<file path="src/hdl/etot_pkg.sv">
package etot_pkg;

  // width of the input and result fields on the stream ports
  localparam int FIELD_WIDTH = 32;

  // operand selection for the shared divider
  localparam logic [1:0] DIV_N_BY_D   = 2'd0;
  localparam logic [1:0] DIV_ANS_BY_D = 2'd1;
  localparam logic [1:0] DIV_ANS_BY_N = 2'd2;

  // commands from the controller to the datapath
  typedef struct packed {
    logic       load;       // take a new item: n and answer from input, divisor to three
    logic       halve_n;    // n >>= 1
    logic       halve_ans;  // answer -= answer / 2
    logic       div_start;  // start the divider on the selected operands
    logic [1:0] div_sel;    // operand pair for the divider
    logic       n_take_q;   // n = quotient
    logic       ans_sub_q;  // answer -= quotient
    logic       d_step;     // divisor += 2
    logic       res_load;   // move the answer into the output register
  } etot_cmd_t;

  // status from the datapath to the controller
  typedef struct packed {
    logic n_zero;
    logic n_even;
    logic n_gt1;
    logic div_busy;
    logic div_done;
    logic d_gt_q;
    logic rem_zero;
    logic out_free;
  } etot_sts_t;

endpackage

</file>
<file path="src/hdl/etot_div.sv">
module etot_div import etot_pkg::*; #(
  parameter int VALUE_WIDTH = 32
) (
  input  logic                   clk,
  input  logic                   rst,
  input  logic                   start,
  input  logic [VALUE_WIDTH-1:0] dividend,
  input  logic [VALUE_WIDTH-1:0] divisor,
  output logic                   busy,
  output logic                   done,
  output logic [VALUE_WIDTH-1:0] quotient,
  output logic [VALUE_WIDTH-1:0] remainder
);

  localparam int CW = $clog2(VALUE_WIDTH);

  logic [VALUE_WIDTH-1:0] dsr;
  logic [CW-1:0]          count;
  logic [VALUE_WIDTH:0]   shifted;
  logic [VALUE_WIDTH:0]   diff;

  // one restoring step: shift in the next dividend bit and try the subtract
  assign shifted = {remainder, quotient[VALUE_WIDTH-1]};
  assign diff    = shifted - {1'b0, dsr};

  // control: busy for one step per quotient bit, done pulses after the last
  always_ff @(posedge clk) begin
    if (rst) begin
      busy  <= 1'b0;
      done  <= 1'b0;
      count <= '0;
    end else begin
      done <= 1'b0;
      if (start) begin
        busy  <= 1'b1;
        count <= CW'(VALUE_WIDTH - 1);
      end else if (busy) begin
        if (count == '0) begin
          busy <= 1'b0;
          done <= 1'b1;
        end else begin
          count <= count - 1'b1;
        end
      end
    end
  end

  // partial remainder and quotient
  always_ff @(posedge clk) begin
    if (start) begin
      dsr       <= divisor;
      quotient  <= dividend;
      remainder <= '0;
    end else if (busy) begin
      if (!diff[VALUE_WIDTH]) begin
        remainder <= diff[VALUE_WIDTH-1:0];
        quotient  <= {quotient[VALUE_WIDTH-2:0], 1'b1};
      end else begin
        remainder <= shifted[VALUE_WIDTH-1:0];
        quotient  <= {quotient[VALUE_WIDTH-2:0], 1'b0};
      end
    end
  end

endmodule

</file>
<file path="src/hdl/etot_datapath.sv">
module etot_datapath import etot_pkg::*; #(
  parameter int VALUE_WIDTH = 32
) (
  input  logic                   clk,
  input  logic                   rst,
  input  etot_cmd_t              cmd,
  output etot_sts_t              sts,
  input  logic [FIELD_WIDTH-1:0] n_in,
  output logic [FIELD_WIDTH-1:0] result,
  output logic                   result_valid,
  input  logic                   result_ready
);

  logic [VALUE_WIDTH-1:0] n;
  logic [VALUE_WIDTH-1:0] ans;
  logic [VALUE_WIDTH-1:0] d;
  logic [VALUE_WIDTH-1:0] n_start;
  logic [VALUE_WIDTH-1:0] div_a;
  logic [VALUE_WIDTH-1:0] div_b;
  logic [VALUE_WIDTH-1:0] quotient;
  logic [VALUE_WIDTH-1:0] remainder;
  logic                   div_busy;
  logic                   div_done;

  // input truncated or zero-extended to the working width
  assign n_start = VALUE_WIDTH'(n_in);

  // divider operand selection
  always_comb begin
    case (cmd.div_sel)
      DIV_N_BY_D: begin
        div_a = n;
        div_b = d;
      end
      DIV_ANS_BY_D: begin
        div_a = ans;
        div_b = d;
      end
      DIV_ANS_BY_N: begin
        div_a = ans;
        div_b = n;
      end
      default: begin
        div_a = n;
        div_b = d;
      end
    endcase
  end

  etot_div #(.VALUE_WIDTH(VALUE_WIDTH)) u_div (
    .clk       (clk),
    .rst       (rst),
    .start     (cmd.div_start),
    .dividend  (div_a),
    .divisor   (div_b),
    .busy      (div_busy),
    .done      (div_done),
    .quotient  (quotient),
    .remainder (remainder)
  );

  // remaining n
  always_ff @(posedge clk) begin
    if (cmd.load) begin
      n <= n_start;
    end else if (cmd.halve_n) begin
      n <= n >> 1;
    end else if (cmd.n_take_q) begin
      n <= quotient;
    end
  end

  // running answer
  always_ff @(posedge clk) begin
    if (cmd.load) begin
      ans <= n_start;
    end else if (cmd.halve_ans) begin
      ans <= ans - (ans >> 1);
    end else if (cmd.ans_sub_q) begin
      ans <= ans - quotient;
    end
  end

  // odd trial divisor
  always_ff @(posedge clk) begin
    if (cmd.load) begin
      d <= VALUE_WIDTH'(3);
    end else if (cmd.d_step) begin
      d <= d + VALUE_WIDTH'(2);
    end
  end

  // output register, freed as the receiver takes the item
  always_ff @(posedge clk) begin
    if (rst) begin
      result_valid <= 1'b0;
    end else if (cmd.res_load) begin
      result_valid <= 1'b1;
    end else if (result_ready) begin
      result_valid <= 1'b0;
    end
  end

  always_ff @(posedge clk) begin
    if (cmd.res_load) begin
      result <= FIELD_WIDTH'(ans);
    end
  end

  // status flags
  always_comb begin
    sts.n_zero   = (n == '0);
    sts.n_even   = !n[0];
    sts.n_gt1    = (n > VALUE_WIDTH'(1));
    sts.div_busy = div_busy;
    sts.div_done = div_done;
    sts.d_gt_q   = (d > quotient);
    sts.rem_zero = (remainder == '0);
    sts.out_free = !result_valid || result_ready;
  end

endmodule

</file>
<file path="src/hdl/etot_ctrl.sv">
module etot_ctrl import etot_pkg::*; (
  input  logic      clk,
  input  logic      rst,
  input  logic      in_valid,
  output logic      in_ready,
  input  etot_sts_t sts,
  output etot_cmd_t cmd
);

  localparam logic [3:0] S_IDLE   = 4'd0;
  localparam logic [3:0] S_CHK    = 4'd1;
  localparam logic [3:0] S_STRIP2 = 4'd2;
  localparam logic [3:0] S_TSTART = 4'd3;
  localparam logic [3:0] S_TEST   = 4'd4;
  localparam logic [3:0] S_SSTART = 4'd5;
  localparam logic [3:0] S_STRIP  = 4'd6;
  localparam logic [3:0] S_ASUB   = 4'd7;
  localparam logic [3:0] S_LAST   = 4'd8;
  localparam logic [3:0] S_LSUB   = 4'd9;
  localparam logic [3:0] S_FIN    = 4'd10;

  logic [3:0] state;
  logic [3:0] state_next;

  assign in_ready = (state == S_IDLE);

  always_ff @(posedge clk) begin
    if (rst) begin
      state <= S_IDLE;
    end else begin
      state <= state_next;
    end
  end

  // next state and commands
  always_comb begin
    state_next = state;
    cmd        = '0;
    cmd.div_sel = DIV_N_BY_D;
    case (state)
      S_IDLE: begin
        if (in_valid) begin
          cmd.load   = 1'b1;
          state_next = S_CHK;
        end
      end
      // zero gives zero; an even n loses half the answer once
      S_CHK: begin
        if (sts.n_zero) begin
          state_next = S_FIN;
        end else if (sts.n_even) begin
          cmd.halve_ans = 1'b1;
          state_next    = S_STRIP2;
        end else begin
          state_next = S_TSTART;
        end
      end
      // shift out every factor two
      S_STRIP2: begin
        if (sts.n_even) begin
          cmd.halve_n = 1'b1;
        end else begin
          state_next = S_TSTART;
        end
      end
      S_TSTART: begin
        cmd.div_start = 1'b1;
        state_next    = S_TEST;
      end
      // bound check and divisibility from one division n / d
      S_TEST: begin
        if (sts.div_done) begin
          if (sts.d_gt_q) begin
            state_next = S_LAST;
          end else if (sts.rem_zero) begin
            cmd.n_take_q = 1'b1;
            state_next   = S_SSTART;
          end else begin
            cmd.d_step = 1'b1;
            state_next = S_TSTART;
          end
        end
      end
      S_SSTART: begin
        cmd.div_start = 1'b1;
        state_next    = S_STRIP;
      end
      // divide out further powers, then answer -= answer / d
      S_STRIP: begin
        if (sts.div_done) begin
          if (sts.rem_zero) begin
            cmd.n_take_q = 1'b1;
            state_next   = S_SSTART;
          end else begin
            cmd.div_start = 1'b1;
            cmd.div_sel   = DIV_ANS_BY_D;
            state_next    = S_ASUB;
          end
        end
      end
      S_ASUB: begin
        if (sts.div_done) begin
          cmd.ans_sub_q = 1'b1;
          cmd.d_step    = 1'b1;
          state_next    = S_TSTART;
        end
      end
      // leftover prime factor
      S_LAST: begin
        if (sts.n_gt1) begin
          cmd.div_start = 1'b1;
          cmd.div_sel   = DIV_ANS_BY_N;
          state_next    = S_LSUB;
        end else begin
          state_next = S_FIN;
        end
      end
      S_LSUB: begin
        if (sts.div_done) begin
          cmd.ans_sub_q = 1'b1;
          state_next    = S_FIN;
        end
      end
      // hand the answer to the output register once it is free
      S_FIN: begin
        if (sts.out_free) begin
          cmd.res_load = 1'b1;
          state_next   = S_IDLE;
        end
      end
      default: begin
        state_next = S_IDLE;
      end
    endcase
  end

endmodule

</file>
<file path="src/hdl/euler_totient_trial_division.sv">
// Euler totient by trial division.
// Input channel s_axis carries one unsigned number per item; output channel
// m_axis carries its totient, one result item per input item, in order.
// Input 0 gives 0 and input 1 gives 1.
// One item is worked on at a time: s_axis_tready is high only while the
// controller is idle. The factor two is stripped one trailing zero bit at a
// time; each odd trial divisor takes one division n / d, and a divisor that
// divides n takes further divisions until it no longer divides, plus one
// for the answer; all trial divisions go through one shared restoring
// divider that makes one quotient bit per cycle.
// Trial divisors run up to the square root of what is left of n, so a
// 32-bit prime tries about 32768 odd trial divisors.
// The result waits in an output register; the next item is accepted while
// it waits, and only the hand-over of a finished answer stalls until the
// receiver has taken the previous one.
// Reset is synchronous: the controller returns to idle and the output
// register is emptied. There is no stored state to clear.
module euler_totient_trial_division import etot_pkg::*; #(
  parameter int VALUE_WIDTH = 32
) (
  input  logic                   clk,
  input  logic                   rst,
  input  logic                   s_axis_tvalid,
  output logic                   s_axis_tready,
  input  logic [FIELD_WIDTH-1:0] s_axis_tdata,   // [31:0] n_value
  output logic                   m_axis_tvalid,
  input  logic                   m_axis_tready,
  output logic [FIELD_WIDTH-1:0] m_axis_tdata    // [31:0] totient
);

  etot_cmd_t cmd;
  etot_sts_t sts;

  etot_ctrl u_ctrl (
    .clk      (clk),
    .rst      (rst),
    .in_valid (s_axis_tvalid),
    .in_ready (s_axis_tready),
    .sts      (sts),
    .cmd      (cmd)
  );

  etot_datapath #(.VALUE_WIDTH(VALUE_WIDTH)) u_dp (
    .clk          (clk),
    .rst          (rst),
    .cmd          (cmd),
    .sts          (sts),
    .n_in         (s_axis_tdata),
    .result       (m_axis_tdata),
    .result_valid (m_axis_tvalid),
    .result_ready (m_axis_tready)
  );

  // a new item is never taken on the cycle right after one was accepted
  assert property (@(posedge clk) disable iff (rst)
    (s_axis_tvalid && s_axis_tready) |=> !s_axis_tready)
    else $error("input accepted twice in a row");

  // the divider is only started when it is free
  assert property (@(posedge clk) disable iff (rst)
    cmd.div_start |-> !sts.div_busy)
    else $error("divider restarted while busy");

  // an answer never overwrites a result the receiver has not taken
  assert property (@(posedge clk) disable iff (rst)
    cmd.res_load |-> (!m_axis_tvalid || m_axis_tready))
    else $error("result overwritten before it was taken");

endmodule
</file>
<file path="config.mk">
export PLATFORM = sky130hd
export DESIGN_NAME = euler_totient_trial_division
export DESIGN_NICKNAME = d
export VERILOG_FILES = /design/src/hdl/etot_pkg.sv /design/src/hdl/etot_div.sv /design/src/hdl/etot_datapath.sv /design/src/hdl/etot_ctrl.sv /design/src/hdl/euler_totient_trial_division.sv
export SDC_FILE = /design/constraint.sdc
export NUM_CORES = 1
export LEC_CHECK = 0
export BUFFER_PORTS_ARGS = -buffer_cell sky130_fd_sc_hd__buf_2
export CAP_MARGIN = 0
export CORE_ASPECT_RATIO = 1.1
export CORE_MARGIN = 1
export CORE_UTILIZATION = 32
export CTS_CLUSTER_SIZE = 28
export DETAILED_ROUTE_END_ITERATION = 10
export GPL_TIMING_DRIVEN = 1
export PLACE_DENSITY_LB_ADDON = 0.05
export SYNTH_ARGS = -nofsm -noshare
export SYNTH_HDL_FRONTEND = slang
export SYNTH_SLANG_ARGS = --single-unit
</file>
<file path="constraint.sdc">
create_clock -name clk -period 11.5 [get_ports clk]
set_clock_uncertainty 0.2 [all_clocks]
set_input_delay 2.875 -clock clk [delete_from_list [all_inputs] [get_ports clk]]
set_output_delay 2.875 -clock clk [all_outputs]
set_load 0.1 [all_outputs]
</file>
[Word-level counts from Yosys, hierarchy flattened]
Cells that the tools add are included.
Word-level totals
  word-level logic and storage cells: 114
  bits in registers: 236
Cells by class
  add/subtract/negate cells: 5
  mux-type cells: 59
  order comparisons: 2
  equality and inequality tests: 20
  reduce and logical (&&, ||, !) cells: 15
  bitwise operators: 1
Operator list (count)
  32-bit 2-to-1 mux: 11
  32-bit logical NOT: 2
  4-bit case mux with 11 select lines: 1
  4-bit 2-to-1 mux: 10
  33-bit by 32-bit subtractor with 33-bit output: 1
  32-bit by 2-bit adder with 32-bit output, second input constant: 1
  32-bit by 1-bit greater-than comparator with 1-bit output, second input constant: 1
  32-bit greater-than comparator: 1
  32-bit by 31-bit subtractor with 32-bit output: 1
  32-bit subtractor: 1
  1-bit 2-to-1 mux: 23
  4-bit by 3-bit equality test with 1-bit output, second input constant: 4
  5-bit 2-to-1 mux: 3
  4-bit equality test, second input constant: 3
  2-bit by 1-bit != test with 1-bit output, second input constant: 5
  3-bit 2-to-1 mux: 3
  4-bit by 2-bit equality test with 1-bit output, second input constant: 2
  7-bit AND reduction: 1
  2-bit 2-to-1 mux: 3
  2-bit != test, second input constant: 3
  1-bit case mux with 2 select lines: 3
  3-bit nonzero test: 2
  5-bit logical NOT: 1
  5-bit by 1-bit subtractor with 5-bit output, second input constant: 1
  other kinds (13): 15

[Longest topological paths before layout]
Gate-level depths: netlist of the first run.
  depth after elaboration: 8
  mapped depth: 18
  mapped depth without buffers: 17

[Modules after synthesis]
Synthesis of the first run repeated with hierarchy kept, for this count alone.
Unflattened totals
  cell total of the unflattened synthesis: 1584
  area, all modules: 15557.4 µm²
By module, submodules not included
  etot_datapath: area an instance 9063.7 µm², times used 1, cells each 920, sequential area each 3523.4 µm²
  etot_div: area an instance 5868.1 µm², times used 1, cells each 584, sequential area each 2702.6 µm²
  etot_ctrl: area an instance 625.6 µm², times used 1, cells each 80, sequential area each 80.1 µm²

[Worst setup path after synthesis of the first run]
No wires, ideal clock.
  kind: input -> register
  start point: input port s_axis_tvalid
  end point: register u_dp.ans[0], enable pin
  required time: 10.767 ns
  data arrival time: 6.841 ns
  setup slack: 3.925 ns
  stages: 3
  library setup time: 0.533 ns
  path buffers: 0
  path through: inv_1 -> o21a_1 -> o311ai_0
Between the ends
  word-level cells in the longest chain between the ends: 3
Ends and longest elaborated chain
  start: declaration: RTL line euler_totient_trial_division.sv:23  | input logic s_axis_tvalid,
  1-bit 2-to-1 mux: RTL line etot_ctrl.sv:42  | if (in_valid) begin
  1-bit 2-to-1 mux: RTL line etot_ctrl.sv:40  | case (state)
  3-bit nonzero test (no source line)
  end signal: assignment: RTL line etot_datapath.sv:76  | ans <= n_start;
  end signal: assignment: RTL line etot_datapath.sv:78  | ans <= ans - (ans >> 1);
  end signal: assignment: RTL line etot_datapath.sv:80  | ans <= ans - quotient;
  end: declaration: RTL line etot_datapath.sv:15  | logic [VALUE_WIDTH-1:0] ans;
No other way between the ends.
A chain may end at the register's enable or synchronous reset.

[Final worst setup path of the first run]
  start point: register u_dp.n[27]
  end point: register u_dp.ans[30] (data pin)
Between the ends
  word-level cells in the longest chain between the ends: 5
Ends and longest elaborated chain
  start: declaration: RTL line etot_datapath.sv:14  | logic [VALUE_WIDTH-1:0] n;
  start signal: assignment: RTL line etot_datapath.sv:65  | n <= n_start;
  start signal: assignment: RTL line etot_datapath.sv:67  | n <= n >> 1;
  start signal: assignment: RTL line etot_datapath.sv:69  | n <= quotient;
  32-bit logical NOT: RTL line etot_datapath.sv:112  | sts.n_zero = (n == '0);
  1-bit 2-to-1 mux: RTL line etot_ctrl.sv:49  | if (sts.n_zero) begin
  1-bit 2-to-1 mux: RTL line etot_ctrl.sv:40
  32-bit 2-to-1 mux: RTL line etot_datapath.sv:77  | end else if (cmd.halve_ans) begin
  32-bit 2-to-1 mux: RTL line etot_datapath.sv:75  | if (cmd.load) begin
No other way between the ends.

==> impl_results.md, run 1 <==
- Outcome: completed
- Largest family of logic cells by synthesized area: compound AO/OA/AOI/OAI gates
- Number of synthesized flops with an enable pin: 160
- Post-synthesis async set-or-reset flop share: 0
- Gr busiest metal: met2
- Grt met3 use: 0.02209
- Post-Route WL: approximately 46000 um
- Post-Syn Nets: 1716
- Post-Synth Simple-Gate Area: 0.1285
- GRT Util Overall: 0.1887
- Yosys warns: 0
- Maximum VDD drop: 0.1426 mV
- Pwr/cell area: between 200 and 300 mW/mm^2
- Drt wl/cell: just over 20 um
- Avg Cell Area, Syn: 9.656 um^2
- Placed standard-cell area: between 0.015 and 0.02 mm^2
- Detailed router's first-iteration violation count: approximately 640
- Detail Route Antenna Nets: 0
- Met2 Usage GRT: 0.3027
- Post-synthesis compound-gate area fraction: 0.1839
- Routability congestion estimate: 0.8478
- Max Cap Viol: 0
- NetSw: between 2000 and 2500 uW
- Setup TNS: 0 ns
- DIE WIDTH: between 200 and 250 um
- Yosys cell types: 73
- Post-Synth XOR/XNOR Area: 0.03969
- Flop pwr share: 0.321
- Power Internal: between 2000 and 3000 uW
- CP Capture Type: flip-flop
- Synth Cell Area: around 0.015 mm^2
- Final Hold Fails: 0
- Number of buffers added on ports: roughly 70
- Critical path arrival: between 5 and 6 ns
- Area of the core: 0.04684 mm^2
- Post-synthesis mux area share: 0.1050
- CP dominant cell by count: a21oi_1
- I/O pin total: 70
- Ant diodes: 0
- Num rows: slightly above 80
- Layout cells sized above 1: 0.1140
- Clk Tree Root Cell: clkbuf_16
- Worst-Margin Slew: roughly 1.1 ns
- Static leakage: between 0.007 and 0.008 uW
- Via density: ~5.3
- Post-CTS Setup Bufs: 0
- Clock power share: 0.184
- Crit-path slowest cell: buf_4
- Nets: between 1500 and 2000
- Clock insertion delay at the later pin of the skew report: roughly 0.57 ns
- RSZ-0062 raised after global routing: false
- Switch share: 0.4311
- Slew Viols, Final: 0
- Routing usage on met1: 0.2666
- Post-CTS sizing: 0
- CTS tree: yes
- Clock tree buffer depth: 3
- Fill cells: ~4800
- CTS Buf Count: 30
- Layout area overhead: 11.92%
- First-pass GRT wire length: slightly above 70000 um
- Hold WC Path Type: reg -> reg
- Placed wire-length estimate: about 33000 um
- Initial antenna violation count: 0
- Initial Util: 0.3258
- Total gr overflow: 0
- Max-slew headroom: 0.2402
- Largest net degree at the start of global routing: between 70 and 80
- Final setup fails: 0
- Vias: between 10000 and 15000
- Worst-path clk slew: 0.06 ns
- H-tree levels: 1
- Final worst-path cycle share: 0.5054
- Crit-path max FO: 33
- Achievable frequency: 0.1721 GHz
- Top_reg_cell synth: edfxtp_1
- CTS Sinks: 235
- Crit path cell chain: nor4_1 > nand4_1 > nor2_1 > or4b_2 > buf_4 > mux2_2 > ha_1 > inv_1 > fa_1 > a211oi_1 > o21ai_0 > a21oi_1 > o31a_1 > o21ai_1 > a311oi_1 > a21oi_1 > xnor2_1 > a21oi_1
- #FFs+latches synth: around 240
- Number of hold buffers added after CTS: 0
- Die Y-Extent: 231.0 um
- Gate power share: 0.495
- Die ar.: ~0.05 mm^2
- Crit Path Class: reg -> reg
- WP data required: 11.59 ns
- Post-Synth Adder-Cell Area: 0.08299
- Synth Instances: between 1500 and 2000
- Max stage delay on crit path: 0.47 ns
- Final instance area: approximately 0.017 mm^2
- Number of global-route vias before repair: about 12000
- Sequential element share of the synthesized area: 0.4133
- DRT Pass-1 Iters: 5
- Number of remaining DRC errors: 0
- CP startpoint kind: flip-flop
- Fin crit period: about 5.8 ns
## stage by stage
step | hold slack [ns] | std cells | power, uW | setup WS [ns] | utilization
2_1_floorplan | 0.2492 | 1580 | 3447 | 3.925 | -
3_3_place_gp | 0.3068 | 2212 | 4096 | 5.706 | 0.3445
3_5_place_dp | 0.3023 | 2212 | 4078 | 5.650 | 0.3445
4_1_cts | 0.3131 | 2268 | 5031 | 5.609 | 0.3646
5_1_grt | 0.3335 | 2268 | 5387 | 5.318 | 0.3646
6_report | 0.3143 | 2268 | 4976 | 5.688 | 0.3646
## power by group through the flow
stage / sequential [uW] / clock [uW] / combinational [uW]
after floorplan: 1470 / 0 / 1980
after CTS: 1600 / 949 / 2480
after global routing: 1640 / 976 / 2780
after detailed placement: 1610 / 0 / 2470
after global placement: 1610 / 0 / 2490
final: 1600 / 917 / 2460
## layout make-up
| cell class | instances | area (um^2) | area share |
|---|---|---|---|
| clock buffers | 45 | 858.3 | 0.05026 |
| clock inverters | 11 | 81.33 | 0.004763 |
| inverters | 90 | 337.8 | 0.01978 |
| multi-input cells | 1170 | 8267 | 0.4841 |
| flip-flops and latches | 235 | 6307 | 0.3694 |
| well taps | 637 | 797.0 | 0.04667 |
| repair buffers | 80 | 427.9 | 0.02506 |
## final timing paths
kind	to	slack [ns]	cells past startpoint	from
max	u_dp.ans[30]	5.69	18	u_dp.n[27]
min	u_dp.result[0]	0.31	0	u_dp.ans[0]
max reg2reg	u_dp.ans[30]	5.69	18	u_dp.n[27]
min reg2reg	u_dp.result[0]	0.31	0	u_dp.ans[0]
## cell usage in the layout, fill, tap and decap left out, types with 7 or more instances in the layout
cell / netlist / layout
a211oi_1: 16 / 16
a21o_1: 31 / 31
a21oi_1: 115 / 115
a31oi_1: 24 / 24
a41o_1: 9 / 9
and3_1: 16 / 15
buf_2: 13 / 69
buf_4: 2 / 11
clkbuf_1: 58 / 11
clkbuf_16: 0 / 31
dfxtp_1: 75 / 74
edfxtp_1: 160 / 160
ha_1: 98 / 97
inv_1: 90 / 90
mux2_2: 30 / 30
mux2i_1: 124 / 124
nand2_1: 134 / 133
nand2b_1: 19 / 18
nand3_1: 29 / 29
nand4_1: 30 / 30
nor2_1: 75 / 75
nor2b_1: 14 / 14
nor3_1: 22 / 22
nor4_1: 24 / 24
o211ai_1: 11 / 11
o21a_1: 20 / 20
o21ai_0: 155 / 155
o21bai_1: 12 / 12
o31ai_1: 7 / 7
xnor2_1: 40 / 40
xor2_1: 26 / 26
## cell families (layout without fill, tap and decap cells)
kind of cell / after synthesis / in the layout
adders and majority gates: 100 / 100
muxes: 155 / 155
AOI/OAI and AO/OA: 448 / 448
xor gates and xnor gates: 67 / 67
DFF: 235 / 235
and+or+nand+nor: 400 / 400
buffers and inverters: 175 / 226
## routing by layer
metal | up-vias | wire, um
met5 | - | 0
met4 | 0 | 1087
met3 | 56 | 1725
met2 | 229 | 20590
met1 | 5756 | 22420
li1 | 5906 | -
## state kept, by name (all words and copies together) (netlist names)
register	count
u_dp.d	31
u_dp.ans	32
u_ctrl.state	4
u_dp.u_div.busy	1
u_dp.result	32
u_dp.n	32
u_dp.u_div.dsr	32
u_dp.u_div.count	5
u_dp.u_div.remainder	32
u_dp.result_valid	1
u_dp.u_div.done	1
u_dp.u_div.quotient	32
## cell usage after synthesis (4+ instances only)
cell      number  area (um^2)
and3_1        16        100.1
xnor2_1       40        350.3
o311ai_0       4        35.03
nand3_1       29        145.1
o21a_1        20        150.1
nand2b_1      19        118.9
and4_1         5        43.79
a211oi_1      16        120.1
nor3_1        22        110.1
o211ai_1      11        82.58
nor2_1        75        281.5
o21ai_0      155        775.7
ha_1          98         1226
a31o_2         4        35.03
clkbuf_1      58        217.7
nand4_1       30        187.7
mux2i_1      124         1241
nor2b_1       14        87.58
buf_1          8        30.03
inv_1         90        337.8
nand2_1      134        503.0
buf_2         13        65.06
a311oi_1       4        35.03
a21o_1        31        232.7
a41o_1         9        90.09
mux2_2        30        337.8
o31ai_1        7        52.55
dfxtp_1       75         1501
o21bai_1      12        90.09
edfxtp_1     160         4805
a31oi_1       24        150.1
or3_1          4        25.02
nor3b_1        5        37.54
nor4_1        24        150.1
or2_2          4        25.02
and2_1         6        37.54
xor2_1        26        227.7
a21oi_1      115        575.6
buf_6          4        45.04
o31a_1         4        35.03
## worst max-delay path: cells and delay by family, from the launching register on
kind,cells,cell delay (ns)
and+or+nand+nor,4,1.31
muxes,1,0.27
xor gates and xnor gates,1,0.15
DFF,1,0.44
AOI/OAI and AO/OA,8,2.01
buffers and inverters,2,0.53
adders and majority gates,2,0.59
Power figures use the tool's default switching activity.
==> run 2: changes to the inputs <==
==> constraint.sdc (replaced) <==
create_clock -name clk -period 5.3 [get_ports clk]
set_clock_uncertainty 0.2 [all_clocks]
set_input_delay 1.325 -clock clk [delete_from_list [all_inputs] [get_ports clk]]
set_output_delay 1.325 -clock clk [all_outputs]
set_load 0.1 [all_outputs]
==> run 2 against run 1 <==
Count of clock-buffer cells in the layout rose by 2. Die area did not move. Utilization up 0.68 points. Critical endpoint is now u_dp.ans[28]. Power grew 120%. Register-to-register slack got worse by 5.3 ns. Critical path depth is 1 lower. Wire length decreased by 0.23%. Final area grew 1.9%. Critical path type unchanged.
==> impl_results.md, run 2 (synthesis results as in run 1) <==
- Flop pwr share: 0.307 (was 0.321)
- Drt wl/cell: 19.94 um (was 20.21 um)
- Via density: 5.285 (was 5.268)
- Crit-path max FO: 32 (was 33)
- CTS Buf Count: 30 (unchanged)
- Ant diodes: 0 (unchanged)
- Commonest cells after routing, fill and taps aside: edfxtp_1, o21ai_0, nand2_1, mux2i_1, a21oi_1 (unchanged)
- RSZ-0062 raised after global routing: false (unchanged)
- Detailed router's first-iteration violation count: 598 (was 644)
- CTS tree: yes (unchanged)
- Nets: 1768 (was 1743)
- Setup TNS: 0 ns (unchanged)
- DRT Pass-1 Iters: 5 (unchanged)
- Detail Route Antenna Nets: 0 (unchanged)
- Total gr overflow: 0 (unchanged)
- Final worst-path cycle share: 0.9215 (was 0.5054)
- Cell Count, Final, Fillers Out: 2293 (was 2268)
- Maximum VDD drop: 0.3441 mV (was 0.1426 mV)
- Dpl cells: 2236 (was 2212)
- GRT Util Overall: 0.1897 (was 0.1887)
- Switch share: 0.4245 (was 0.4311)
- Layout area overhead: 14.01% (was 11.92%)
- Placed wire-length estimate: 33500 um (was 33170 um)
- Final setup fails: 0 (unchanged)
- Worst-Margin Slew: 1.063 ns (was 1.140 ns)
- Pwr Total: 11140 uW (was 4976 uW)
- Hold_ws: 0.3168 ns (was 0.3143 ns)
- Die Y-Extent: 231.0 um (unchanged)
- Routing usage on met1: 0.2691 (was 0.2666)
- H-tree levels: 1 (unchanged)
- FF-to-FF path depth: 17 (was 18)
- I/O pin total: 70 (unchanged)
- Largest net degree at the start of global routing: 74 (unchanged)
- Number of buffers added on ports: 69 (unchanged)
- CP startpoint kind: flip-flop (unchanged)
- NetSw: 4730 uW (was 2145 uW)
- CP Capture Type: flip-flop (unchanged)
- Clock power share: 0.190 (was 0.184)
- Routability congestion estimate: 0.8138 (was 0.8478)
- Initial Util: 0.3258 (unchanged)
- CTS Sinks: 235 (unchanged)
- Static leakage: 0.007648 uW (was 0.007462 uW)
- DIE WIDTH: 210.2 um (unchanged)
- Achievable frequency: 0.2048 GHz (was 0.1721 GHz)
- Gate power share: 0.504 (was 0.495)
- WP data required: 5.40 ns (was 11.59 ns)
- Critical path arrival: 4.98 ns (was 5.90 ns)
- Number of global-route vias before repair: 12180 (was 12120)
- Crit Path Class: reg -> reg (unchanged)
- Layout cells sized above 1: 0.1298 (was 0.1140)
- First-pass GRT wire length: 71960 um (was 71660 um)
- Pwr/cell area: 640.5 mW/mm^2 (was 291.4 mW/mm^2)
- Most common cell after layout, fill and taps aside: edfxtp_1 (unchanged)
- Num rows: 83 (unchanged)
- Clock insertion delay at the later pin of the skew report: 0.58 ns (was 0.57 ns)
- Area of the core: 0.04684 mm^2 (unchanged)
- Grt met3 use: 0.02046 (was 0.02209)
- Final Hold Fails: 0 (unchanged)
- Met2 Usage GRT: 0.3093 (was 0.3027)
- Number of remaining DRC errors: 0 (unchanged)
- Max Cap Viol: 0 (unchanged)
- Clock tree buffer depth: 3 (unchanged)
- Fin crit period: 4.884 ns (was 5.812 ns)
- Vias: 12120 (was 11950)
- Die ar.: 0.04856 mm^2 (unchanged)
- Worst-path clk slew: 0.06 ns (about the same)
- Max-slew headroom: 0.2915 (was 0.2402)
- Hold WC Path Type: reg -> reg (unchanged)
- Slew Viols, Final: 0 (unchanged)
- Power Internal: 6411 uW (was 2830 uW)
- Post-Route WL: 45720 um (was 45830 um)
- Clk Tree Root Cell: clkbuf_16 (unchanged)
- Initial antenna violation count: 0 (unchanged)
- Outcome: completed (unchanged)
- Number of hold buffers added after CTS: 0 (unchanged)
- Gr busiest metal: met2 (unchanged)
- Hold depth: 2 (was 0)
-- run 2: repair_timing --
action	4_1_cts	5_1_grt
endpoints found under the setup margin	1	2
buffers inserted	1	0
resized for setup	0	2
pin swaps	1	0
-- run 2: layer usage --
metal,vias up,wire length (um)
met3,44,1519
met5,-,0
met2,189,21000
li1,5967,-
met1,5918,22520
met4,0,688
-- run 2: worst max-delay path, stage by stage, from the launching register on --
cell and delay (ns):
edfxtp_1 0.44, nor4_2 0.38, nand4_1 0.14, buf_4 0.18, nor2_1 0.24, or4b_2 0.23
buf_12 0.24, mux2i_1 0.17, fa_1 0.48, a211oi_2 0.27, o21ai_0 0.14, a21oi_1 0.24
o31a_1 0.26, o21ai_1 0.22, a311oi_1 0.34, buf_4 0.17, xor2_1 0.14, o21ai_0 0.09
-- run 2: power by group through the flow --
stage	Sequential (uW)	Clock (uW)	Combinational, uW
after floorplan	3170	0	4300
after global placement	3450	0	5640
after detailed placement	3450	0	5600
after CTS	3420	2180	5640
after global routing	3510	2260	6330
final	3420	2120	5610
-- run 2: area by class of cell --
cell class              count  area [um^2]
fillers                  4711        29440
multi-input cells        1170         8304
flip-flops and latches    235         6307
clock buffers              47        885.9
well taps                 637        797.0
repair buffers            105        640.6
inverters                  90        337.8
clock inverters             9        121.4
-- run 2: path summary, 6_finish.rpt --
kind | from | endpoint | slack (ns)
hold reg to reg | u_dp.d[17] | u_dp.d[17] | 0.32
setup / recovery | u_dp.n[28] | u_dp.ans[28] | 0.42
setup reg to reg | u_dp.n[28] | u_dp.ans[28] | 0.42
hold / removal | u_dp.d[17] | u_dp.d[17] | 0.32
-- run 2: per-stage QoR --
step | instance area (um^2) | worst slack [ns] | util
CTS | 17380 | 0.1561 | 0.3711
finish | 17390 | 0.4162 | 0.3714
detailed placement | 16370 | 0.02287 | 0.3495
global placement | 16370 | 0.1176 | 0.3495
floorplan | 15260 | 0.3985 | -
global route | 17390 | 0.1347 | 0.3714
==> run 3: changes to the inputs <==
--- a/config.mk
+++ b/config.mk
@@ -9,11 +9,12 @@
 export CAP_MARGIN = 0
 export CORE_ASPECT_RATIO = 1.1
 export CORE_MARGIN = 1
-export CORE_UTILIZATION = 32
+export CORE_UTILIZATION = 57
 export CTS_CLUSTER_SIZE = 28
 export DETAILED_ROUTE_END_ITERATION = 10
 export GPL_TIMING_DRIVEN = 1
 export PLACE_DENSITY_LB_ADDON = 0.05
 export SYNTH_ARGS = -nofsm -noshare
 export SYNTH_HDL_FRONTEND = slang
+export SYNTH_HIERARCHICAL = 1
 export SYNTH_SLANG_ARGS = --single-unit
==> run 3 against run 2 <==
Sequential cell count unchanged. Final cell count decreased by 13%. Fmax up 3.4%. Critical endpoint is now u_dp/ans[31]. Register-to-register slack better by 0.16 ns. Final area shrank 2.0%. Via count did not move. Setup slack improved by 0.16 ns. Synthesized cell count up 0.19%. Largest cell class unchanged. Power is 7.5% lower.
==> impl_results.md, run 3 <==
- Post-Route WL: 39350 um (was 45720 um)
- Crit Path Class: reg -> reg (unchanged)
- Drt wl/cell: 19.64 um (was 19.94 um)
- Layout cells sized above 1: 0.1616 (was 0.1298)
- Routability congestion estimate: 0.9125 (was 0.8138)
- Die ar.: 0.02795 mm^2 (was 0.04856 mm^2)
- GRT Util Overall: 0.2794 (was 0.1897)
- Static leakage: 0.006899 uW (was 0.007648 uW)
- Outcome: completed (unchanged)
- Slew Viols, Final: 0 (unchanged)
- First-pass GRT wire length: 63050 um (was 71960 um)
- Worst-path clk slew: 0.06 ns (about the same)
- Nets: 1766 (was 1768)
- Clock tree buffer depth: 3 (unchanged)
- Post-CTS Setup Bufs: 0 (was 1)
- Most common cell after layout, fill and taps aside: edfxtp_1 (unchanged)
- Max-slew headroom: 0.3603 (was 0.2915)
- Clk Tree Root Cell: clkbuf_16 (unchanged)
- Crit-path max FO: 30 (was 32)
- Largest net degree at the start of global routing: 80 (was 74)
- RSZ-0062 raised after global routing: false (unchanged)
- Fin crit period: 4.722 ns (was 4.884 ns)
- Die Y-Extent: 175.2 um (was 231.0 um)
- Final Hold Fails: 0 (unchanged)
- Maximum VDD drop: 0.4383 mV (was 0.3441 mV)
- Max Cap Viol: 0 (unchanged)
- Via density: 6.050 (was 5.285)
- DIE WIDTH: 159.5 um (was 210.2 um)
- Number of hold buffers added after CTS: 0 (unchanged)
- Final setup fails: 0 (unchanged)
- CP Capture Type: flip-flop (unchanged)
- Synth Instances: 1583 (was 1580)
- I/O pin total: 70 (unchanged)
- Placed wire-length estimate: 28220 um (was 33500 um)
- Detail Route Antenna Nets: 0 (unchanged)
- Setup TNS: 0 ns (unchanged)
- Avg Cell Area, Syn: 9.823 um^2 (was 9.656 um^2)
- Detailed router's first-iteration violation count: 1283 (was 598)
- Hold WC Path Type: reg -> reg (unchanged)
- Num rows: 63 (was 83)
- Total gr overflow: 0 (unchanged)
- Number of global-route vias before repair: 11620 (was 12180)
- Post-Syn Nets: 1722 (was 1716)
- Worst-Margin Slew: 0.9549 ns (was 1.063 ns)
- Initial Util: 0.5785 (was 0.3258)
- Commonest cells after routing, fill and taps aside: edfxtp_1, nand2_1, nor2_1, ha_1, inv_1 (was edfxtp_1, o21ai_0, nand2_1, mux2i_1, a21oi_1)
- WP data required: 5.38 ns (was 5.40 ns)
- Number of remaining DRC errors: 0 (unchanged)
- Yosys warns: 6 (was 0)
- Ant diodes: 0 (unchanged)
- Synth Cell Area: 0.01555 mm^2 (was 0.01526 mm^2)
- Number of buffers added on ports: 69 (unchanged)
- Cell Count, Final, Fillers Out: 2003 (was 2293)
- Critical path arrival: 4.80 ns (was 4.98 ns)
- Layout area overhead: 9.672% (was 14.01%)
- Achievable frequency: 0.2118 GHz (was 0.2048 GHz)
- DRT Pass-1 Iters: 5 (unchanged)
- CTS tree: yes (unchanged)
- CTS Buf Count: 27 (was 30)
- Initial antenna violation count: 0 (unchanged)
- Clock insertion delay at the later pin of the skew report: 0.54 ns (was 0.58 ns)
- CP startpoint kind: flip-flop (unchanged)
- Pwr/cell area: 604.0 mW/mm^2 (was 640.5 mW/mm^2)
- Post-CTS sizing: 0 (unchanged)
- Vias: 12120 (unchanged)
- CTS Sinks: 235 (unchanged)
- Final worst-path cycle share: 0.8910 (was 0.9215)
- Area of the core: 0.02688 mm^2 (was 0.04684 mm^2)
- H-tree levels: 1 (unchanged)
- Dpl cells: 1955 (was 2236)
[run 3: critical path: stages (launching register included)]
cell	delay, ns
edfxtp_1	0.45
or4_1	0.54
nor4_1	0.17
nand4_1	0.22
nor2_1	0.27
nor4_2	0.13
buf_4	0.30
mux2i_1	0.18
ha_1	0.39
a21oi_2	0.22
nand2_1	0.11
o21ai_2	0.33
a21oi_1	0.14
a211oi_2	0.48
a2111o_1	0.24
o211ai_2	0.08
[run 3: path summary, 6_finish.rpt]
kind	startpoint	to	slack, ns	depth (start not counted)
max	u_dp/n[11]	u_dp/ans[31]	0.58	15
min	u_dp/ans[0]	u_dp/result[0]	0.29	0
max reg2reg	u_dp/n[11]	u_dp/ans[31]	0.58	15
min reg2reg	u_dp/ans[0]	u_dp/result[0]	0.29	0
[run 3: through the flow]
| stage | area, um^2 | setup slack [ns] | power [uW] | utilization | hold slack [ns] |
|---|---|---|---|---|---|
| 2_1_floorplan | 15550 | 0.2217 | 7113 | - | 0.2264 |
| 3_3_place_gp | 16190 | 0.7750 | 8292 | 0.6022 | 0.2643 |
| 3_5_place_dp | 16190 | 0.6383 | 8370 | 0.6022 | 0.2734 |
| 4_1_cts | 17050 | 0.6039 | 10260 | 0.6345 | 0.2873 |
| 5_1_grt | 17050 | 0.3218 | 11020 | 0.6345 | 0.3011 |
| 6_report | 17050 | 0.5778 | 10300 | 0.6345 | 0.2859 |
[run 3: layout make-up]
class                   instances  area, um^2
flip-flops and latches        235        6306
fillers                      2254        9826
multi-input cells            1176        8563
repair buffers                 88       500.5
clock buffers                  34       733.2
well taps                     357       446.7
inverters                      99       371.6
clock inverters                14       132.6
[run 3: metal layers]
metal,wire [um],vias up,global-route usage
met5,0,-,0
met1,18750,5787,0.4086
li1,-,5905,-
met3,2122,64,0.02991
met2,17490,362,0.4350
met4,979,0,0.08373
[run 3: power by group]
| part | internal (uW) | total (uW) | switching, uW | leakage (uW) |
|---|---|---|---|---|
| combinational | 2030 | 5170 | 3140 | 0.00438 |
| clock | 1080 | 1850 | 771 | 0.000419 |
| sequential | 2720 | 3280 | 561 | 0.00210 |
